## config.mk

```make
export PLATFORM = sky130hd
export DESIGN_NAME = asc_stick
export DESIGN_NICKNAME = d
export VERILOG_FILES = /design/src/asc_pkg.sv /design/src/asc_stick.sv
export VERILOG_INCLUDE_DIRS = /design/src /design/src/src
export SDC_FILE = /design/constraint.sdc
export NUM_CORES = 2
export LEC_CHECK = 0
export BUFFER_PORTS_ARGS = -buffer_cell sky130_fd_sc_hd__buf_2
export CAP_MARGIN = 20
export CORE_MARGIN = 2
export CORE_UTILIZATION = 59
export CTS_CLUSTER_DIAMETER = 100
export DETAILED_ROUTE_END_ITERATION = 10
export GPL_TIMING_DRIVEN = 1
export PLACE_DENSITY = 0.78
export SKIP_LAST_GASP = 1
export SLEW_MARGIN = 20
export SYNTH_ARGS = -nofsm -noshare
export SYNTH_HDL_FRONTEND = slang
export SYNTH_SLANG_ARGS = --single-unit
```

## constraint.sdc

```tcl
create_clock -name clk -period 5.8 [get_ports clk]
set_clock_uncertainty 0.15 [all_clocks]
set_input_delay 0.29 -clock clk [delete_from_list [all_inputs] [get_ports clk]]
set_output_delay 0.29 -clock clk [all_outputs]
set_load 0.02 [all_outputs]
```

## src/analog_stick_circle_clamp_top_macros.svh

```systemverilog
// Assertion helpers shared by the clamp RTL.
// Each expects clk and rst_n in the scope where it is used.
`ifndef ANALOG_STICK_CIRCLE_CLAMP_TOP_MACROS_SVH
`define ANALOG_STICK_CIRCLE_CLAMP_TOP_MACROS_SVH

// Whenever ante holds, cons must hold in the same cycle.
`define ASC_ASSERT_IMPL(lbl, ante, cons, msg) \
  lbl: assert property (@(posedge clk) disable iff (!rst_n) (ante) |-> (cons)) \
    else $error(msg);

// cond must never hold.
`define ASC_ASSERT_NEVER(lbl, cond, msg) \
  lbl: assert property (@(posedge clk) disable iff (!rst_n) !(cond)) \
    else $error(msg);

`endif

```

## src/asc_pkg.sv

```systemverilog
`default_nettype none

package asc_pkg;

  // magnitude bits of a clamped axis (radius is at most 127)
  localparam int unsigned QBITS = 7;
  // dead zone, square/product, target, one stage per q bit, scale
  localparam int unsigned STICK_LAT = 3 + QBITS + 1;

  typedef enum logic [2:0] {
    REG_DEAD_ZONE       = 3'd0,
    REG_MAIN_RADIUS     = 3'd1,
    REG_SUB_RADIUS      = 3'd2,
    REG_TRIGGER_FLOOR   = 3'd3,
    REG_TRIGGER_CEILING = 3'd4
  } asc_reg_e;

  localparam logic [6:0] DEAD_ZONE_RST       = 7'd15;
  localparam logic [6:0] MAIN_RADIUS_RST     = 7'd56;
  localparam logic [6:0] SUB_RADIUS_RST      = 7'd44;
  localparam logic [7:0] TRIGGER_FLOOR_RST   = 8'd30;
  localparam logic [7:0] TRIGGER_CEILING_RST = 8'd180;

  // one axis in flight through the bit-serial radial search
  typedef struct packed {
    logic [27:0]      t;    // (a*r)^2
    logic [31:0]      p;    // q*q*sq
    logic [31:0]      qs;   // q*sq
    logic [QBITS-1:0] q;
    logic [7:0]       a;    // |axis| after dead zone
    logic             neg;
  } asc_lane_t;

  // side payload carried alongside the stick pipeline
  typedef struct packed {
    logic       err;
    logic [7:0] stick_x;
    logic [7:0] stick_y;
    logic [7:0] sub_x;
    logic [7:0] sub_y;
    logic [7:0] trig_l_raw;
    logic [7:0] trig_r_raw;
    logic [7:0] trig_l;
    logic [7:0] trig_r;
  } asc_side_t;

endpackage

`default_nettype wire

```

## src/asc_stick.sv

```systemverilog
`default_nettype none
`include "analog_stick_circle_clamp_top_macros.svh"

module asc_stick (
  input  wire logic              clk,
  input  wire logic              rst_n,
  input  wire logic              in_vld,
  input  wire logic signed [7:0] in_x,
  input  wire logic signed [7:0] in_y,
  input  wire logic        [6:0] dead_zone,
  input  wire logic        [6:0] radius,
  output      logic              out_vld,
  output      logic signed [7:0] out_x,
  output      logic signed [7:0] out_y
);

  localparam int unsigned QB = asc_pkg::QBITS;
  localparam int unsigned LAT = asc_pkg::STICK_LAT;

  function automatic logic signed [8:0] dz_apply(logic signed [7:0] v, logic [6:0] d);
    logic signed [8:0] vs;
    logic signed [8:0] ds;
    vs = {v[7], v};
    ds = {2'b00, d};
    if (vs < ds && vs > -ds) begin
      return 9'sd0;
    end else if (vs > 9'sd0) begin
      return vs - ds;
    end else begin
      return vs + ds;
    end
  endfunction

  // try the next q bit: (q+2^b)^2*sq = p + 2*2^b*q*sq + 4^b*sq
  function automatic asc_pkg::asc_lane_t step(asc_pkg::asc_lane_t l, logic [15:0] sq,
                                               int unsigned b);
    logic [31:0] cand;
    asc_pkg::asc_lane_t o;
    o = l;
    cand = l.p + (l.qs << (b + 1)) + ({16'b0, sq} << (2 * b));
    if (cand <= {4'b0, l.t}) begin
      o.p = cand;
      o.qs = l.qs + ({16'b0, sq} << b);
      o.q[b] = 1'b1;
    end
    return o;
  endfunction

  function automatic logic [7:0] scale(logic [7:0] mag, logic neg);
    logic [9:0] s;
    s = ({2'b00, mag} + {1'b0, mag, 1'b0}) >> 1;
    if (neg) begin
      return (s > 10'd128) ? 8'h80 : 8'((~s) + 10'd1);
    end else begin
      return (s > 10'd127) ? 8'h7f : s[7:0];
    end
  endfunction

  logic [LAT-1:0] vld_r;

  // stage 1: dead zone and magnitude
  logic [7:0] ax1_r, ay1_r;
  logic       sx1_r, sy1_r;
  // stage 2: radius square and products
  logic [7:0]  ax2_r, ay2_r;
  logic        sx2_r, sy2_r;
  logic [15:0] sq2_r;
  logic [13:0] arx2_r, ary2_r, rr2_r;
  // stage 3: targets and clamp decision
  asc_pkg::asc_lane_t lx3_r, ly3_r;
  logic [15:0] sq3_r;
  logic        over3_r;
  // search stages
  asc_pkg::asc_lane_t lx_r [QB];
  asc_pkg::asc_lane_t ly_r [QB];
  logic [15:0]        sq_r [QB];
  logic               over_r [QB];

  logic signed [8:0] dx, dy;

  always_comb begin
    dx = dz_apply(in_x, dead_zone);
    dy = dz_apply(in_y, dead_zone);
  end

  always_ff @(posedge clk) begin
    if (!rst_n) begin
      vld_r <= '0;
    end else begin
      vld_r <= {vld_r[LAT-2:0], in_vld};
    end
  end

  always_ff @(posedge clk) begin
    ax1_r <= dx[8] ? 8'(-dx) : dx[7:0];
    ay1_r <= dy[8] ? 8'(-dy) : dy[7:0];
    sx1_r <= dx[8];
    sy1_r <= dy[8];

    ax2_r  <= ax1_r;
    ay2_r  <= ay1_r;
    sx2_r  <= sx1_r;
    sy2_r  <= sy1_r;
    sq2_r  <= 16'(ax1_r * ax1_r) + 16'(ay1_r * ay1_r);
    arx2_r <= 14'(ax1_r * radius);
    ary2_r <= 14'(ay1_r * radius);
    rr2_r  <= 14'(radius * radius);

    lx3_r   <= '{t: 28'(arx2_r * arx2_r), p: '0, qs: '0, q: '0, a: ax2_r, neg: sx2_r};
    ly3_r   <= '{t: 28'(ary2_r * ary2_r), p: '0, qs: '0, q: '0, a: ay2_r, neg: sy2_r};
    sq3_r   <= sq2_r;
    over3_r <= sq2_r > {2'b00, rr2_r};
  end

  for (genvar s = 0; s < QB; s++) begin : g_step
    asc_pkg::asc_lane_t lx_src, ly_src;
    logic [15:0] sq_src;
    logic        over_src;
    if (s == 0) begin : g_first
      assign lx_src   = lx3_r;
      assign ly_src   = ly3_r;
      assign sq_src   = sq3_r;
      assign over_src = over3_r;
    end else begin : g_next
      assign lx_src   = lx_r[s-1];
      assign ly_src   = ly_r[s-1];
      assign sq_src   = sq_r[s-1];
      assign over_src = over_r[s-1];
    end
    always_ff @(posedge clk) begin
      lx_r[s]   <= step(lx_src, sq_src, QB - 1 - s);
      ly_r[s]   <= step(ly_src, sq_src, QB - 1 - s);
      sq_r[s]   <= sq_src;
      over_r[s] <= over_src;
    end
  end

  logic [7:0] mag_x, mag_y;
  logic signed [7:0] out_x_r, out_y_r;

  always_comb begin
    mag_x = over_r[QB-1] ? {1'b0, lx_r[QB-1].q} : lx_r[QB-1].a;
    mag_y = over_r[QB-1] ? {1'b0, ly_r[QB-1].q} : ly_r[QB-1].a;
  end

  always_ff @(posedge clk) begin
    out_x_r <= scale(mag_x, lx_r[QB-1].neg);
    out_y_r <= scale(mag_y, ly_r[QB-1].neg);
  end

  assign out_vld = vld_r[LAT-1];
  assign out_x   = out_x_r;
  assign out_y   = out_y_r;

  `ASC_ASSERT_IMPL(a_over_nonzero, vld_r[2] && over3_r, sq3_r != 16'd0, "clamp on zero vector")
  `ASC_ASSERT_IMPL(a_search_bound, vld_r[LAT-2], lx_r[QB-1].p <= {4'b0, lx_r[QB-1].t}, "search overshot target")
  `ASC_ASSERT_IMPL(a_clamp_shrinks, vld_r[LAT-2] && over_r[QB-1], lx_r[QB-1].a == 8'd0 || {1'b0, lx_r[QB-1].q} < lx_r[QB-1].a, "clamp grew axis")

endmodule

`default_nettype wire
```

### Word-level counts from Yosys, hierarchy flattened

Memory sizes are Yosys's and may differ from the RTL's.
Index checks and enable logic that the tools add are counted.

| word-level totals | value |
|---|---|
| input port bits | 33 |
| word-level logic and storage cells | 151 |
| memories | 4 |
| flip-flop bits (word level) | 212 |
| output and inout bits | 17 |
| memory bits (writable) | 1631 |

Memory list:

| memory | depth | bits a word | read ports | clocked after Yosys merged registers in | write ports | line | source |
|---|---|---|---|---|---|---|---|
| lx_r | 7 | 108 | 7 | 0 | 7 | asc_stick.sv:74 | `asc_pkg::asc_lane_t lx_r [QB];` |
| ly_r | 7 | 108 | 7 | 0 | 7 | asc_stick.sv:75 | `asc_pkg::asc_lane_t ly_r [QB];` |
| sq_r | 7 | 16 | 6 | 0 | 7 | asc_stick.sv:76 | `logic [15:0] sq_r [QB];` |
| over_r | 7 | 1 | 7 | 0 | 7 | asc_stick.sv:77 | `logic over_r [QB];` |

| operators by class | value |
|---|---|
| $lt $le $gt $ge | 25 |
| bitwise gates (word level) | 2 |
| multipliers | 7 |
| reductions and logical operators | 2 |
| mux-type cells | 40 |
| $add $sub $neg | 48 |

Operators by type and width:

| cell | count |
|---|---|
| $mux W64 | 12 |
| $add A32 B32 Y32 | 12 |
| $le A32 B28 Y1 | 12 |
| $add A32 B16 Y32 | 4 |
| $add A32 B18 Y32 | 4 |
| $add A32 B20 Y32 | 4 |
| $mux W61 | 2 |
| $mux W8 | 10 |
| $add A32 B17 Y32 | 2 |
| $add A32 B19 Y32 | 2 |
| $add A32 B21 Y32 | 2 |
| $add A32 B22 Y32 | 2 |
| $add A32 B24 Y32 | 2 |
| $add A32 B26 Y32 | 2 |
| $le A28 B28 Y1 | 2 |
| $mul A14 B14 Y28 | 2 |
| $mux W9 | 4 |
| $mul A8 B8 Y16 | 2 |
| $mul A8 B7 Y14 | 2 |
| $add A8 B9 Y10 | 2 |
| $add A8 B8 Y9 | 2 |
| $gt A8 B9 Y1 | 2 |
| $gt A9 B7 Y1 const B | 2 |
| $gt A9 B8 Y1 const B | 2 |
| 12 further kinds | 30 |

### Depth between registers and ports, before layout

An unclocked memory read counts as a cell.

| logic depth | value |
|---|---|
| word-level depth | 7 |
| gate-level depth with buffers | 27 |
| gate-level depth less buffers | 26 |

### Least setup slack after synthesis

OpenSTA, ideal clock, no wires.

| timing | value |
|---|---|
| kind | reg-to-reg |
| start | reg arx2_r[2] |
| end | reg lx3_r (netlist bit g_step[0].lx_src[104]) |
| arrival time | 6.061 ns |
| required time | 5.532 ns |
| cell stages (with the launch flop) | 24 |
| setup slack | -0.529 ns |
| cells stage by stage | dfxtp_1 > clkbuf_1 > clkbuf_1 > nand2_1 > fa_1 > fa_1 > inv_1 > fa_1 > fa_1 > fa_1 > inv_1 > fa_1 > inv_1 > ha_1 > nor2b_1 > o21ai_0 > nand2b_1 > a21o_1 > a41o_1 > a41oi_1 > a21oi_1 > a21o_1 > a221o_1 > xor2_1 |

| on the way | value |
|---|---|
| cells in the longest elaborated chain, start to end | 1 |

Ends and longest elaborated chain:

| what | line | source |
|---|---|---|
| start, declared | asc_stick.sv:68 | `logic [13:0] arx2_r, ary2_r, rr2_r;` |
| start signal, assigned | asc_stick.sv:105 | `arx2_r <= 14'(ax1_r * radius);` |
| $mul A14 B14 Y28 | asc_stick.sv:109 | `lx3_r <= '{t: 28'(arx2_r * arx2_r), p: '0, qs: '0, q: '0, a: ax2_r, neg: sx2_r};` |
| end signal, assigned | asc_stick.sv:109 |  |
| end, declared | asc_stick.sv:70 | `asc_pkg::asc_lane_t lx3_r, ly3_r;` |

Every way passes these cells.
A chain may end at the register's enable or synchronous reset.

### Worst setup path after layout

| timing | value |
|---|---|
| start | reg ary2_r[2] |
| end | reg ly3_r (netlist bit g_step[0].ly_src[103]) |

| on the way | value |
|---|---|
| cells in the longest elaborated chain, start to end | 1 |

Ends and longest elaborated chain:

| what | line | source |
|---|---|---|
| start, declared | asc_stick.sv:68 |  |
| start signal, assigned | asc_stick.sv:106 | `ary2_r <= 14'(ay1_r * radius);` |
| $mul A14 B14 Y28 | asc_stick.sv:110 | `ly3_r <= '{t: 28'(ary2_r * ary2_r), p: '0, qs: '0, q: '0, a: ay2_r, neg: sy2_r};` |
| end signal, assigned | asc_stick.sv:110 |  |
| end, declared | asc_stick.sv:70 |  |

Every way passes these cells.

==> summary by stage <==
Place
Buffers placed on the I/O ports in this run total 49. The cell area reported after detailed placement is 88,400 um^2. Summed over all nets, the half-perimeter wirelength after detailed placement is 165 mm.

The placer congestion estimate is slightly above 0.9. Timing analysis after detailed placement gives a worst setup slack of -412 ps.

Route
Once detail routing completed, the nets flagged for antenna violations numbered 0. In the routed design, unresolved DRC markers number 0. The detail-routed net length per standard cell is approximately 19 um. Summed over all layers, the routed wires come to 209 mm. The per-cell via count in the routed design is 5.58. The number of DRC markers in iteration 0 is 3,866.

Before antenna repair, the detailed router went through 6 iterations. The via total after detailed routing is 61,400.

GRT
Across every metal layer, demand over resource in global routing totals 0.286. Entering global routing, the biggest net connects 47 pins. The number of global-route vias before repair is 63,400.

The first global-routing pass estimated 326 mm of wire. For this run the aggregate overflow at the end of global routing stands at 0. The number of antenna violations at the first check in global routing is 6.

Synth
In this run, synthesis inferred 0 flip-flops with an integrated enable. The area fraction of the dominant cell type after synthesis is 0.318. The post-synthesis sequential area ratio is 0.318. For this run, asynchronously set or reset flops after synthesis account for 0.

The summed instance area of the synthesized netlist is 82,800 um^2. The number of instances in the synthesized netlist is approximately 8,500. Counting distinct cell types in the post-synthesis netlist gives 87. In this run the mean area of a mapped cell was 9.78 um^2.

The count of warnings emitted by yosys is 0. The prevailing post-synth register cell is dfxtp_1. Synthesis inferred 1,314 register bits. Yosys attributes the largest share of cell area to dfxtp_1 32%, ha_1 18%, fa_1 13%. The library cell with the largest summed area after synthesis is dfxtp_1.

Clock tree
The clock transition time at the flip-flop clock pins of the worst setup and hold paths is 60 ps. The clock tree from TritonCTS is done. TritonCTS created 136 clock buffers. The cell sitting at the root of the clock tree is a clkbuf_16. The clock drives 1,314 sinks. The clock reaches the later pin of the worst-skew pair after just under 800 ps. The maximum buffer depth of the clock tree is 3.

The total number of H-tree levels is 4.

Timing
The number of endpoints with negative hold slack in the final report is 0. Setup violations remaining at the end of the flow were counted as 8. For the pin with the worst max-slew slack, the measured transition is 1180 ps.

The number of max-slew violations in the final report is 0. Dividing the final minimum period by the clock period gives 1.02. In this run the tightest slew margin relative to its limit is 0.208. The final worst slack is -134 ps.

The timing-limited maximum frequency is 169 MHz. The routed design could run at a clock period as short as 5930 ps. Setup repair after global routing could not meet its margin everywhere.

Setup path
The slowest stage of the critical path is the fa_1 cell. The cell family contributing the most delay on the critical path is adder cells. For the worst setup path, the data arrival time is 6470 ps. In this run the worst path has a maximum fanout of 7.

The largest single stage delay on the critical path is 540 ps. The critical path goes through nand2_4 > inv_2 > fa_1 > inv_1 > fa_1 > inv_1 > fa_1 > fa_1 > fa_1 > inv_2 > fa_1 > inv_1 > ha_2 > or3_1 > a211o_1 > a311oi_2 > nor2_2 > nor4_4 > o311ai_2 > nand2_1 > nand2b_1 > a21oi_2 > xnor2_1. Data on the critical path is required at its endpoint by 6340 ps. Counting stages on the worst path, the most repeated cell is fa_1. The setup path with the least slack is of type flip-flop to flip-flop.

The total buffers and inverters traversed by the critical path is 5. The startpoint kind of the worst setup timing path is a flip-flop. The endpoint kind of the worst setup timing path is a flip-flop.

Die
The number of rows in the core area is 137. The initial utilization of the core area, before any placement, comes to 0.594. The area of the die is about 140,000 um^2. 50 I/O pins were placed.

The total core area is between 100,000 and 150,000 um^2. The die boundary width is roughly 380 um. From bottom edge to top edge, the die measures 379 um.

Hold path
The type of the most critical hold path is primary input to flip-flop.

Cells and area
In the final layout, the multi-input gates occupy 53,200 um^2. The area of all placed cells without fillers is approximately 95,000 um^2. The area growth from synthesis to layout is 15.0%.

After filler insertion, the fill cell instance count of the layout stands at about 10,000. The number of nets in the layout is ~11,000. The sequential cells in the finished layout cover a total of 26,400 um^2. The final core area utilization is 0.683.

The fraction of layout cells with a size suffix above 1 is 0.142.

Status
The flow ran to the end, but the final reports show violations. The final reports fail on negative setup slack.

Job
The reported max-cap violation count is 0.
-- timing repair --
action	4_1_cts	5_1_grt
resized for setup	80	282
pin swaps	63	183
cloned	0	8
hold buffers	11	0
setup buffers	11	53
setup endpoints to repair	156	392
endpoints found under the hold margin	26	0
-- cell usage after synthesis, types with 11 or more instances --
master and instances:
a211o_1 16, a211oi_1 53, a21boi_0 11, a21o_1 306, a21oi_1 442, a221oi_1 18
a31o_2 16, a31oi_1 37, a41oi_1 11, and2_1 198, and3_1 61, buf_2 15
clkbuf_1 127, dfxtp_1 1314, fa_1 534, ha_1 1184, inv_1 1073, mux2_2 216
mux2i_1 21, nand2_1 698, nand2b_1 63, nand3_1 104, nand4_1 102, nor2_1 329
nor2b_1 117, nor3_1 98, nor3b_1 13, nor4_1 35, nor4b_1 12, o211ai_1 26
o21a_1 45, o21ai_0 314, o21bai_1 83, o31ai_1 25, or2_2 17, or3_1 29
xnor2_1 363, xor2_1 178
-- cell usage in the layout (no fill, tap or decap), drive strengths merged, types with 61 or more instances in the layout --
cell type / instances
a21o: 306
a21oi: 442
and2: 198
and3: 61
buf: 537
clkbuf: 188
dfxtp: 1314
fa: 534
ha: 1184
inv: 1080
mux2: 216
nand2: 698
nand2b: 63
nand3: 104
nand4: 102
nor2: 329
nor2b: 118
nor3: 98
o21ai: 320
o21bai: 83
xnor2: 363
xor2: 178
-- metrics by stage --
stage                     setup TNS [ps]  hold WS [ps]  instances
after floorplan                    -45.1           160       8470
after global placement             -5750           160      10700
after detailed placement          -13300           162      10700
after CTS                           -453          3.71      10900
after global routing              -11450          77.9      11000
final                               -489          50.7      11000
-- tightest hold or removal path: cells and delay by family --
family	cells	cell delay (ps)
xor gates and xnor gates	1	60
buffers and inverters	2	490
and+or+nand+nor	1	80
-- worst paths after layout --
| kind | endpoint | startpoint | slack (ps) | depth (start not counted) |
|---|---|---|---|---|
| max | g_step[0].ly_src[103] | ary2_r[2] | -130 | 23 |
| min | rr2_r[13] | radius[5] | 50 | 4 |
| min reg2reg | lx_r[1][4] | lx_r[0][4] | 160 | 0 |
| max reg2reg | g_step[0].ly_src[103] | ary2_r[2] | -130 | 23 |
-- sequential cells by signal, summed over array words and instances (netlist names), 11 cells and up --
name	flops
rr2_r	13
g_step.ly_src	36
arx2_r	14
sq2_r	16
ly_r	501
vld_r	11
sq_r	96
g_step.lx_src	36
lx_r	501
g_step.sq_src	16
ary2_r	14
-- logic make-up (layout without fill, tap and decap cells) --
| family | count (synthesis) | after routing | share of synthesized area |
|---|---|---|---|
| AO/OA/AOI/OAI | 1512 | 1512 | 0.116 |
| XOR/XNOR | 541 | 541 | 0.0572 |
| adder cells (fa/ha/maj) | 1718 | 1718 | 0.308 |
| buffers and inverters | 1222 | 1869 | 0.0557 |
| flip-flops | 1314 | 1314 | 0.318 |
| multiplexers | 237 | 237 | 0.0319 |
| other | 1 | 27 | 0.0000453 |
| AND/OR/NAND/NOR | 1918 | 1918 | 0.113 |
-- final cells by class --
cell class / instances / share of cell area
Inverter: 1073 / 0.0423
Timing Repair Buffer: 555 / 0.0476
Clock inverter: 60 / 0.00785
Tap cell: 1876 / 0.0247
Antenna cell: 19 / 0.000500
Multi-Input combinational cell: 5934 / 0.559
Clock buffer: 181 / 0.0409
Sequential cell: 1314 / 0.278
-- per-layer routing --
layer	track usage	wire, um
met5	0	12
met4	0.169	13700
met3	0.0346	8320
met2	0.496	101000
met1	0.341	85600
Power is left out: the tool's default activity adds up to more than one toggle a clock period on the data nets, which glitch-free logic cannot reach.
